[config.mk]
export PLATFORM = sky130hd
export DESIGN_NAME = lcsre_cell
export DESIGN_NICKNAME = d
export VERILOG_FILES = /design/src/hdl/lcsre_pkg.sv /design/src/hdl/lcsre_cell.sv
export SDC_FILE = /design/constraint.sdc
export NUM_CORES = 1
export LEC_CHECK = 0
export BUFFER_PORTS_ARGS = -buffer_cell sky130_fd_sc_hd__buf_2
export CAP_MARGIN = 15
export CORE_UTILIZATION = 44
export CTS_BUF_LIST = sky130_fd_sc_hd__clkbuf_8
export CTS_CLUSTER_SIZE = 8
export DETAILED_ROUTE_END_ITERATION = 7
export PLACE_DENSITY_LB_ADDON = 0.2
export SLEW_MARGIN = 20
export SYNTH_ARGS = -nofsm -noshare
export SYNTH_HDL_FRONTEND = slang
export SYNTH_SLANG_ARGS = --single-unit
[constraint.sdc]
create_clock -name clk -period 1.9 [get_ports clk]
set_input_delay 0 -clock clk [delete_from_list [all_inputs] [get_ports clk]]
set_output_delay 0 -clock clk [all_outputs]
set_load 0.005 [all_outputs]
[src/hdl/lcsre_pkg.sv]
// Shared types and constants for the LCS length row engine.
// Depends on nothing; the cell and the top level use it by scoped names.
package lcsre_pkg;

	localparam int MAX_N_DEF       = 64;
	localparam int TOKEN_WIDTH_DEF = 32;

	localparam int FUNC_W     = 2;
	localparam int IDX_W      = 7;
	localparam int TOKEN_IN_W = 32;
	localparam int VALUE_W    = 7;
	localparam int LEN_W      = 7;

	localparam int APB_ADDR_W = 3;
	localparam int APB_DATA_W = 32;

	localparam logic REG_B_LENGTH = 1'b0;

	typedef enum logic [FUNC_W-1:0] {
		FUNC_CLEAR = 2'd0,
		FUNC_LOAD  = 2'd1,
		FUNC_PROC  = 2'd2,
		FUNC_READ  = 2'd3
	} func_t;

	typedef struct packed {
		logic clr;
		logic ld;
		logic in_use;
	} cell_ctrl_t;

endpackage

[src/hdl/lcsre_cell.sv]
// One column cell of the LCS row chain: holds one B token and one row entry.
// Depends on lcsre_pkg for the control struct.
module lcsre_cell #(
	parameter int MAX_N = lcsre_pkg::MAX_N_DEF,
	parameter int TW    = lcsre_pkg::TOKEN_WIDTH_DEF,
	parameter int VW    = $clog2(MAX_N + 1)
) (
	input  logic                  clk,
	input  logic                  arst_n,
	input  lcsre_pkg::cell_ctrl_t ctrl,
	input  logic [TW-1:0]         ld_token,
	input  logic                  act_in,
	input  logic [TW-1:0]         tok_in,
	input  logic [VW-1:0]         left_new,
	input  logic [VW-1:0]         left_old,
	output logic                  act_out,
	output logic [TW-1:0]         tok_out,
	output logic [VW-1:0]         row_val,
	output logic [VW-1:0]         old_val
);

	logic          act_q;
	logic [TW-1:0] tok_q;
	logic [TW-1:0] b_q;
	logic [VW-1:0] row_q;
	logic [VW-1:0] old_q;
	logic [VW:0]   inc;
	logic [VW-1:0] upd;

	always_comb begin
		inc = (VW+1)'(left_old) + (VW+1)'(1);
		if (tok_in == b_q) begin
			upd = (inc > (VW+1)'(MAX_N)) ? VW'(MAX_N) : inc[VW-1:0];
		end else begin
			upd = (left_new > row_q) ? left_new : row_q;
		end
	end

	always_ff @(posedge clk or negedge arst_n) begin
		if (!arst_n) begin
			act_q <= 1'b0;
			row_q <= '0;
		end else begin
			act_q <= act_in;
			if (ctrl.clr) begin
				row_q <= '0;
			end else if (act_in && ctrl.in_use) begin
				row_q <= upd;
			end
		end
	end

	always_ff @(posedge clk) begin
		tok_q <= tok_in;
		if (act_in) begin
			old_q <= row_q;
		end
		if (ctrl.ld) begin
			b_q <= ld_token;
		end
	end

	assign act_out = act_q;
	assign tok_out = tok_q;
	assign row_val = row_q;
	assign old_val = old_q;

endmodule

==> summary.txt, run 1 <==
Clocking
  • Clock Pin Slew Worst Setup and Hold Paths: 80 ps
  • Clock sink count: 79
  • Worst-Skew Late Latency: 350 ps
  • CTS H-tree lvls: 3
  • CTS tree: done
  • Num CTS Buffers: 9
  • Worst-case clock buffer depth: 2
  • Root buffer cell: clkbuf_8

Floorplanning
  • Row count: 29
  • Die ar.: 0.00712 mm^2
  • DIE WIDTH: 84.4 um
  • Top Ports: 131
  • Die Y-Extent: 84.4 um
  • Core Area: 0.00646 mm^2
  • Starting Density: 46.3%

STA
  • Slew Limit Fails: 0
  • Period minus WS final: 2020 ps
  • Final setup violation count: 6
  • RSZ-0062 raised after global routing: true
  • Fmax: 495 MHz
  • Max-Slew Margin vs Limit: 51.8%
  • Final hold viol count: 0
  • Skew final: 16.1 ps
  • Measured slew at the worst slew-check pin: 723 ps
  • Hold slack: 40.1 ps
  • Crit share post-route: 106%
  • Setup ws final: -120 ps

Global route
  • First-pass GRT wire length: 11.8 mm
  • Met2 track demand over resource: 42.0%
  • All-Layer GR Usage: 21.8%
  • Remaining Overflow, GRT: 0
  • Largest net degree at the start of global routing: 33
  • Busiest grt layer: met2
  • M1 GR Usage: 23.5%
  • Met3 Use GR: 4.23%
  • Initial antenna violation count: 0
  • Number of global-route vias before repair: 2594

Power and ir drop
  • Part of the power in registers: 52.7%
  • Combinational power share: 16.3%
  • P per Cell Area: 768 mW/mm^2
  • Clock group share of total power: 31.0%
  • Total power: 3.72 mW
  • Pint: 2.77 mW
  • Maximum VDD drop: 531 uV
  • P_sw: 0.946 mW
  • Leak pwr: 2.06 nW
  • Sw Share: 25.4%

Run status
  • Failing checks: DRC, setup timing
  • Status: finished, violations left

Detailed routing
  • Router iterations before antenna repair: 6
  • WL/cell: 15.1 um
  • Iter 0 DRT Violations: 85
  • Vias per cell: 4.81
  • DRT antenna net count: 0
  • DRC: 16
  • Routed WL: 7.73 mm
  • Via count: 2464

Yosys
  • Main area contributors after synthesis: edfxtp_1 (39%), dfxtp_1 (21%), xnor2_1 (10%)
  • Dominant cell type by area after synthesis: edfxtp_1
  • Synth Instances: 214
  • Post-synth net total: 307
  • Syn_area_per_cell: 14.0 um^2
  • YS warnings: 0
  • Synth Cell Area: 0.00299 mm^2
  • FF+latch count, synth: 79
  • Seq/Total Area, Yosys: 67.3%
  • Unique cell type count in the Yosys netlist: 35
  • Area fraction of the dominant cell type after synthesis: 39.2%

Placement
  • Final GP Congestion: 0.783
  • Detailed Place HPWL: 4.58 mm
  • Input/output buffers: 130
  • Post-place setup slack: -153 ps

Worst setup path
  • WS Path Type: reg2reg
  • CP arrival: 2250 ps
  • Crit path to: row_val[0]$_DFFE_PN0P_
  • R2r setup slk: -120 ps
  • Setup crit end kind: flop
  • FF-to-FF path depth: 9
  • Worst Path Max Fanout: 5
  • Reg-to-reg startpoint: row_val[4]$_DFFE_PN0P_
  • Worst Setup SP: row_val[4]$_DFFE_PN0P_
  • Worst flop-to-flop path endpoint: row_val[0]$_DFFE_PN0P_
  • Startpoint types: flop
  • Worst endpoint required time: 2130 ps

Layout
  • Layout Nets: 523
  • Share of post-route cells with drive strength above 1: 41.1%
  • Area Overhead vs Synth: 62.0%
  • Ant diodes: 0

Worst hold path
  • Hold Path Class: in2async

Flow run
  • Max-cap violations: 0
state kept, by name, summed over array words and instances (netlist names):
name     cells
tok_out     32
old_val      7
b_q         32
act_out      1
row_val      7
layout by cell type (no fill, tap or decap), types with 2 or more instances in the layout:
cell type	netlist	routed
buf_2	2	130
dlygate4sd3_1	0	68
edfxtp_1	39	39
xnor2_1	35	34
dfxtp_1	32	32
nand4_1	10	10
clkbuf_8	0	10
inv_1	9	9
a21oi_1	10	9
nand2_1	10	9
ha_1	9	9
dfrtp_1	8	8
buf_4	0	8
nand3_1	5	5
nor2_1	5	5
nor4_2	2	4
a2111oi_4	0	4
a211oi_2	0	3
nor4_4	0	2
nor4_1	6	2
a31oi_1	2	2
xor2_1	2	2
inv_6	0	2
buf_6	1	2
per-layer routing:
| metal | part of all wire, % | vias up |
|---|---|---|
| met4 | 1.4 | 0 |
| met5 | 0 | - |
| met1 | 40 | 1155 |
| li1 | - | 1216 |
| met2 | 54 | 83 |
| met3 | 4.5 | 10 |
stage by stage:
| step | instance area [um^2] | utilization (%) | cells | setup TNS [ps] |
|---|---|---|---|---|
| after floorplan | 2990 | - | 214 | 0 |
| after global placement | 3780 | 58.5 | 426 | -380 |
| after detailed placement | 3780 | 58.5 | 426 | -701 |
| after CTS | 4690 | 72.6 | 509 | -153 |
| after global routing | 4840 | 74.9 | 512 | -1210 |
| final | 4840 | 74.9 | 512 | -561 |
critical path: stages (launching register included):
cell and delay, ps:
dfrtp_1 390, inv_2 70, ha_1 290, nand4_1 180, a21oi_2 180, o22ai_2 120
inv_1 140, o21ai_4 70, buf_12 140, a2111oi_4 330
how the worst min path moves through the flow:
stage,start,endpoint,slack (ps),depth (start not counted)
floorplan,arst_n,act_out$_DFF_PN0_,-300,0
global placement,arst_n,act_out$_DFF_PN0_,-140,1
detailed placement,arst_n,act_out$_DFF_PN0_,-140,1
CTS,tok_in[22],tok_out[22]$_DFF_P_,-220,1
global route,arst_n,row_val[2]$_DFFE_PN0P_,50,2
finish,arst_n,row_val[5]$_DFFE_PN0P_,40,2
power by group through the flow:
| stage | Combinational [mW] | Sequential, mW | Clock [mW] |
|---|---|---|---|
| after floorplan | 0.182 | 2.00 | 0 |
| after CTS | 0.549 | 1.95 | 1.16 |
| after detailed placement | 0.424 | 1.99 | 0 |
| after global placement | 0.414 | 1.99 | 0 |
| after global routing | 0.659 | 1.97 | 1.23 |
| final | 0.607 | 1.96 | 1.15 |
area by class of cell:
type	count	area [um^2]
Sequential cell	79	2010
Fill cell	453	1620
Timing Repair Buffer	209	1430
Multi-Input combinational cell	122	1080
Clock buffer	10	138
Tap cell	77	96.3
Clock inverter	6	43.8
Inverter	9	33.8
what timing repair did:
| action | in CTS | in global routing |
|---|---|---|
| setup endpoints to repair | 6 | 7 |
| gates resized for setup | 12 | 17 |
| buffers inserted | 0 | 3 |
| hold endpoints to repair | 80 | 1 |
| hold buffers | 67 | 1 |
| pin swaps | 12 | 10 |
synthesized netlist by cell type (all sizes together):
cell	n
o211a	1
nand4	10
and2	3
nor3	1
a211oi	4
edfxtp	39
buf	3
xnor2	35
clkbuf	1
xor2	2
nand3b	1
nor2	5
mux2i	1
a21o	1
or2	1
ha	9
a31oi	2
a22oi	1
dfrtp	8
inv	9
or3	1
a21oi	10
dfxtp	32
nand2	10
o21a	1
o21ai	3
a2111oi	5
o22ai	1
nor4	8
o221a	1
nand3	5
kinds of logic after synthesis:
group / count (synthesis) / synth area share, %
AO/OA/AOI/OAI: 30 / 7.33
XOR/XNOR: 37 / 10.8
adder cells (fa/ha/maj): 9 / 3.77
buffers and inverters: 13 / 1.97
flip-flops: 79 / 67.3
multiplexers: 1 / 0.335
AND/OR/NAND/NOR: 45 / 8.42
(Power assumes the default switching activity.)
==> inputs of run 2 (changes only) <==
Settings changed: CORE_UTILIZATION 44 to 42, CTS_BUF_LIST sky130_fd_sc_hd__clkbuf_8 to unset.
==> summary.txt, run 2 (synthesis gave the netlist of run 1 again) <==
Run status
  • Status: finished clean

STA
  • Final hold viol count: 0
  • Measured slew at the worst slew-check pin: 709 ps
  • Crit share post-route: 99.7%
  • Slew Limit Fails: 0
  • RSZ-0062 raised after global routing: true
  • Skew final: 13.2 ps
  • Final setup violation count: 0
  • Period minus WS final: 1890 ps
  • Max-Slew Margin vs Limit: 52.7%
  • Fmax: 528 MHz

Worst setup path
  • Reg-to-reg startpoint: b_q[25]$_DFFE_PP_
  • R2r setup slk: 7 ps
  • CP delay by family, top: simple AND/OR/NAND/NOR gates
  • Startpoint types: flop
  • CP arrival: 2110 ps
  • Crit-path cells: xnor2_2 > nand4_1 > nor4_4 > and2_4 > buf_6 > buf_4 > o211a_1 > a2111oi_2
  • CP max stage cell: edfxtp_1
  • Worst flop-to-flop path endpoint: row_val[0]$_DFFE_PN0P_
  • CP max stage delay: 430 ps
  • Bufs and invs on worst path: 2
  • WS Path Type: reg2reg
  • Setup crit end kind: flop
  • Worst endpoint required time: 2110 ps
  • Worst Path Max Fanout: 6
  • FF-to-FF path depth: 8

Global route
  • Remaining Overflow, GRT: 0
  • All-Layer GR Usage: 20.2%
  • First-pass GRT wire length: 11.1 mm
  • Number of global-route vias before repair: 2497
  • Initial antenna violation count: 1
  • Largest net degree at the start of global routing: 33

Layout
  • Design Area, Final: 0.00482 mm^2
  • Area Overhead vs Synth: 61.2%
  • Commonest non-fill, non-tap cell in the layout: buf_2
  • Fin util: 70.5%
  • Layout Nets: 521
  • Post-route insts no fill: 530
  • Share of post-route cells with drive strength above 1: 41.1%
  • FILL cells: 513
  • Most frequent cells in the layout: buf_2 (130), dlygate4sd3_1 (68), edfxtp_1 (39)

Floorplanning
  • Starting Density: 43.7%
  • Die ar.: 0.00746 mm^2
  • Row count: 30
  • DIE WIDTH: 86.3 um
  • Die Y-Extent: 86.3 um
  • Top Ports: 131
  • Core Area: 0.00683 mm^2

Clocking
  • Num CTS Buffers: 9
  • Root buffer cell: clkbuf_8
  • CTS tree: done
  • Worst-Skew Late Latency: 350 ps
  • Worst-case clock buffer depth: 2
  • Clock Pin Slew Worst Setup and Hold Paths: 80 ps
  • CTS H-tree lvls: 3
  • Clock sink count: 79

Detailed routing
  • DRC: 0
  • Iter 0 DRT Violations: 62
  • Via count: 2467
  • Router iterations before antenna repair: 4
  • Vias per cell: 4.65
  • Routed WL: 7.55 mm
  • DRT antenna net count: 0
  • WL/cell: 14.2 um

Placement
  • Detailed Place HPWL: 4.59 mm
  • Inst Count DP: 443
  • Input/output buffers: 130
  • Area after DPL: 0.00379 mm^2
  • Final GP Congestion: 0.767

Flow run
  • Max-cap violations: 0

Worst hold path
  • Hold Path Class: in2async

Power and ir drop
  • Leak pwr: 2.06 nW
  • P per Cell Area: 784 mW/mm^2
  • Maximum VDD drop: 452 uV
-- run 2: how the worst max path moves through the flow --
stage / depth (start not counted) / endpoint / slack, ps / from
6_report: 8 / row_val[0]$_DFFE_PN0P_ / 7 / b_q[25]$_DFFE_PP_
5_1_grt: 7 / row_val[0]$_DFFE_PN0P_ / -130 / b_q[23]$_DFFE_PP_
4_1_cts: 7 / row_val[0]$_DFFE_PN0P_ / -110 / b_q[22]$_DFFE_PP_
3_5_place_dp: 7 / row_val[0]$_DFFE_PN0P_ / -150 / b_q[18]$_DFFE_PP_
3_3_place_gp: 7 / row_val[4]$_DFFE_PN0P_ / -90 / b_q[18]$_DFFE_PP_
2_1_floorplan: 8 / row_val[0]$_DFFE_PN0P_ / 9 / row_val[6]$_DFFE_PN0P_
-- run 2: through the flow --
stage                     worst slack [ps]  setup TNS [ps]  hold slack, ps  power [mW]
after floorplan                       8.53               0            -296        2.18
after global placement               -90.6            -445            -145        2.40
after detailed placement              -151            -704            -143        2.41
after CTS                             -110            -146            -224        3.74
after global routing                  -129            -612            50.5        3.93
final                                 6.56               0            34.5        3.78
-- run 2: worst reg2reg max path: cells and delay by family, from the launching register on --
family | cells | cell delay [ps]
and+or+nand+nor | 3 | 700
xor gates and xnor gates | 1 | 170
buffers and inverters | 2 | 240
AOI/OAI and AO/OA | 2 | 220
DFF | 1 | 430
-- run 2: per-layer routing --
layer  global-route usage [%]  wire (um)  vias up
met5                        0          0        -
met4                     8.03        121        0
met3                     5.24        364       11
met2                     37.1       4100       92
met1                     22.3       2970     1149
li1                         -          -     1215
-- run 2: power by group --
group	leakage [nW]	internal, mW	switching (mW)
combinational	1.20	0.326	0.255
clock	0.0973	0.617	0.622
sequential	0.762	1.91	0.0434
-- run 2: area by class of cell --
cell class	instances	area, um^2	area share [%]
Clock buffer	10	128	2.65
Clock inverter	6	68.8	1.43
Sequential cell	79	2010	41.8
Timing Repair Buffer	207	1410	29.2
Multi-Input combinational cell	122	1050	21.7
Tap cell	96	120	2.49
Inverter	9	33.8	0.701
Antenna cell	1	2.50	0.0519
-- run 2: timing repair --
item                       CTS  global route
hold buffers                67             1
buffers inserted             1             1
setup endpoints to repair    6             7
resized for setup           10            17
hold endpoints to repair    80             1
pin swaps                   12            11
==> inputs of run 3 (changes only) <==
Settings changed: SETUP_SLACK_MARGIN set to 0.15.
==> summary.txt, run 3 (synthesis gave the netlist of run 1 again) <==
Placement
  • Post-place setup slack: -118 ps
  • Detailed Place HPWL: 4.73 mm
  • Inst Count DP: 446
  • Input/output buffers: 130
  • Area after DPL: 0.00381 mm^2
  • Final GP Congestion: 0.765

Layout
  • Commonest non-fill, non-tap cell in the layout: buf_2
  • Post-route insts no fill: 537
  • Area Overhead vs Synth: 66.0%
  • Layout Nets: 529
  • Fin util: 72.6%
  • Design Area, Final: 0.00496 mm^2
  • Most frequent cells in the layout: buf_2 (130), dlygate4sd3_1 (68), edfxtp_1 (39)
  • Share of post-route cells with drive strength above 1: 43.1%
  • Ant diodes: 0

Global route
  • Largest net degree at the start of global routing: 33
  • Initial antenna violation count: 0
  • Number of global-route vias before repair: 2504
  • Remaining Overflow, GRT: 0
  • First-pass GRT wire length: 11.5 mm
  • All-Layer GR Usage: 20.6%

Floorplanning
  • Top Ports: 131
  • Row count: 30
  • DIE WIDTH: 86.3 um
  • Die Y-Extent: 86.3 um
  • Die ar.: 0.00746 mm^2
  • Starting Density: 43.7%
  • Core Area: 0.00683 mm^2

Worst setup path
  • Crit path to: row_val[1]$_DFFE_PN0P_
  • FF-to-FF path depth: 9
  • Crit-path cells: inv_2 > ha_1 > nand4_1 > buf_4 > o22ai_4 > buf_12 > inv_6 > o21ai_4 > a2111oi_2
  • Worst endpoint required time: 2100 ps
  • Worst Path Max Fanout: 9
  • CP arrival: 2150 ps
  • CP max stage cell: dfrtp_1
  • CP delay by family, top: compound AO/OA/AOI/OAI gates
  • Critical path depth: 9
  • WS Path Type: reg2reg
  • Bufs and invs on worst path: 4
  • CP max stage delay: 380 ps
  • Setup crit end kind: flop
  • Startpoint types: flop
  • R2r setup slk: -60 ps
  • Reg-to-reg startpoint: row_val[3]$_DFFE_PN0P_
  • Worst flop-to-flop path endpoint: row_val[1]$_DFFE_PN0P_
  • Worst Setup SP: row_val[3]$_DFFE_PN0P_

Run status
  • Failing checks: setup timing
  • Status: finished, violations left

Clocking
  • Num CTS Buffers: 9
  • Clock Pin Slew Worst Setup and Hold Paths: 80 ps
  • Root buffer cell: clkbuf_8
  • CTS H-tree lvls: 3
  • CTS tree: done
  • Worst-Skew Late Latency: 340 ps
  • Clock sink count: 79
  • Worst-case clock buffer depth: 2

STA
  • Final hold viol count: 0
  • Crit share post-route: 103%
  • Final setup violation count: 5
  • Measured slew at the worst slew-check pin: 720 ps
  • Fmax: 510 MHz
  • Slew Limit Fails: 0
  • Period minus WS final: 1960 ps
  • RSZ-0062 raised after global routing: true
  • Skew final: 9.41 ps
  • Hold slack: 45.0 ps
  • Max-Slew Margin vs Limit: 52.0%
  • Setup ws final: -58.9 ps
  • Final setup TNS: -256 ps

Detailed routing
  • Via count: 2495
  • Iter 0 DRT Violations: 69
  • Routed WL: 7.68 mm
  • Vias per cell: 4.65
  • Router iterations before antenna repair: 4
  • DRT antenna net count: 0
  • WL/cell: 14.3 um
  • DRC: 0

Power and ir drop
  • P per Cell Area: 797 mW/mm^2
  • Maximum VDD drop: 516 uV
  • Leak pwr: 2.12 nW
  • Total power: 3.95 mW

Worst hold path
  • Hold Path Class: in2async

Flow run
  • Max-cap violations: 0
run 3: area by class of cell:
| cell class | count | area (um^2) |
|---|---|---|
| flip-flops and latches | 79 | 2010 |
| fillers | 492 | 1870 |
| repair buffers | 215 | 1480 |
| multi-input cells | 122 | 1090 |
| clock buffers | 10 | 128 |
| well taps | 96 | 120 |
| clock inverters | 6 | 91.3 |
| inverters | 9 | 38.8 |
run 3: worst reg2reg max path, cell delays in order, from the launching register on:
cell and delay [ps]:
dfrtp_1 380, inv_2 50, ha_1 280, nand4_1 160
buf_4 190, o22ai_4 120, buf_12 170, inv_6 40
o21ai_4 300, a2111oi_2 130
run 3: worst min path at each step:
stage               start                   to  slack (ps)  cells past startpoint
4_1_cts        tok_in[29]  tok_out[29]$_DFF_P_        -220                      1
3_5_place_dp       arst_n    act_out$_DFF_PN0_        -150                      1
6_report           arst_n    act_out$_DFF_PN0_          40                      2
5_1_grt            arst_n    act_out$_DFF_PN0_          40                      2
3_3_place_gp       arst_n    act_out$_DFF_PN0_        -150                      1
2_1_floorplan      arst_n    act_out$_DFF_PN0_        -300                      0
run 3: where the power goes:
group          switching [mW]  leakage, nW  total, mW  internal (mW)
clock network           0.605        0.111       1.36          0.750
registers              0.0436        0.762       1.96           1.91
logic                   0.280         1.25      0.643          0.363
run 3: repair_timing:
| item | in CTS | in global routing |
|---|---|---|
| endpoints found under the hold margin | 80 | 1 |
| hold buffers | 67 | 1 |
| setup buffers | 4 | 3 |
| endpoints found under the setup margin | 7 | 7 |
| pin swaps | 16 | 10 |
| gates resized for setup | 19 | 15 |
run 3: layer usage:
metal	share of wire (%)	vias to the layer above	routed length, um	GRT usage [%]
met1	40	1159	3040	23.3
met5	0	-	0	0
met3	5.2	10	401	4.67
met4	1.7	0	127	9.09
met2	54	100	4110	37.3
li1	-	1226	-	-
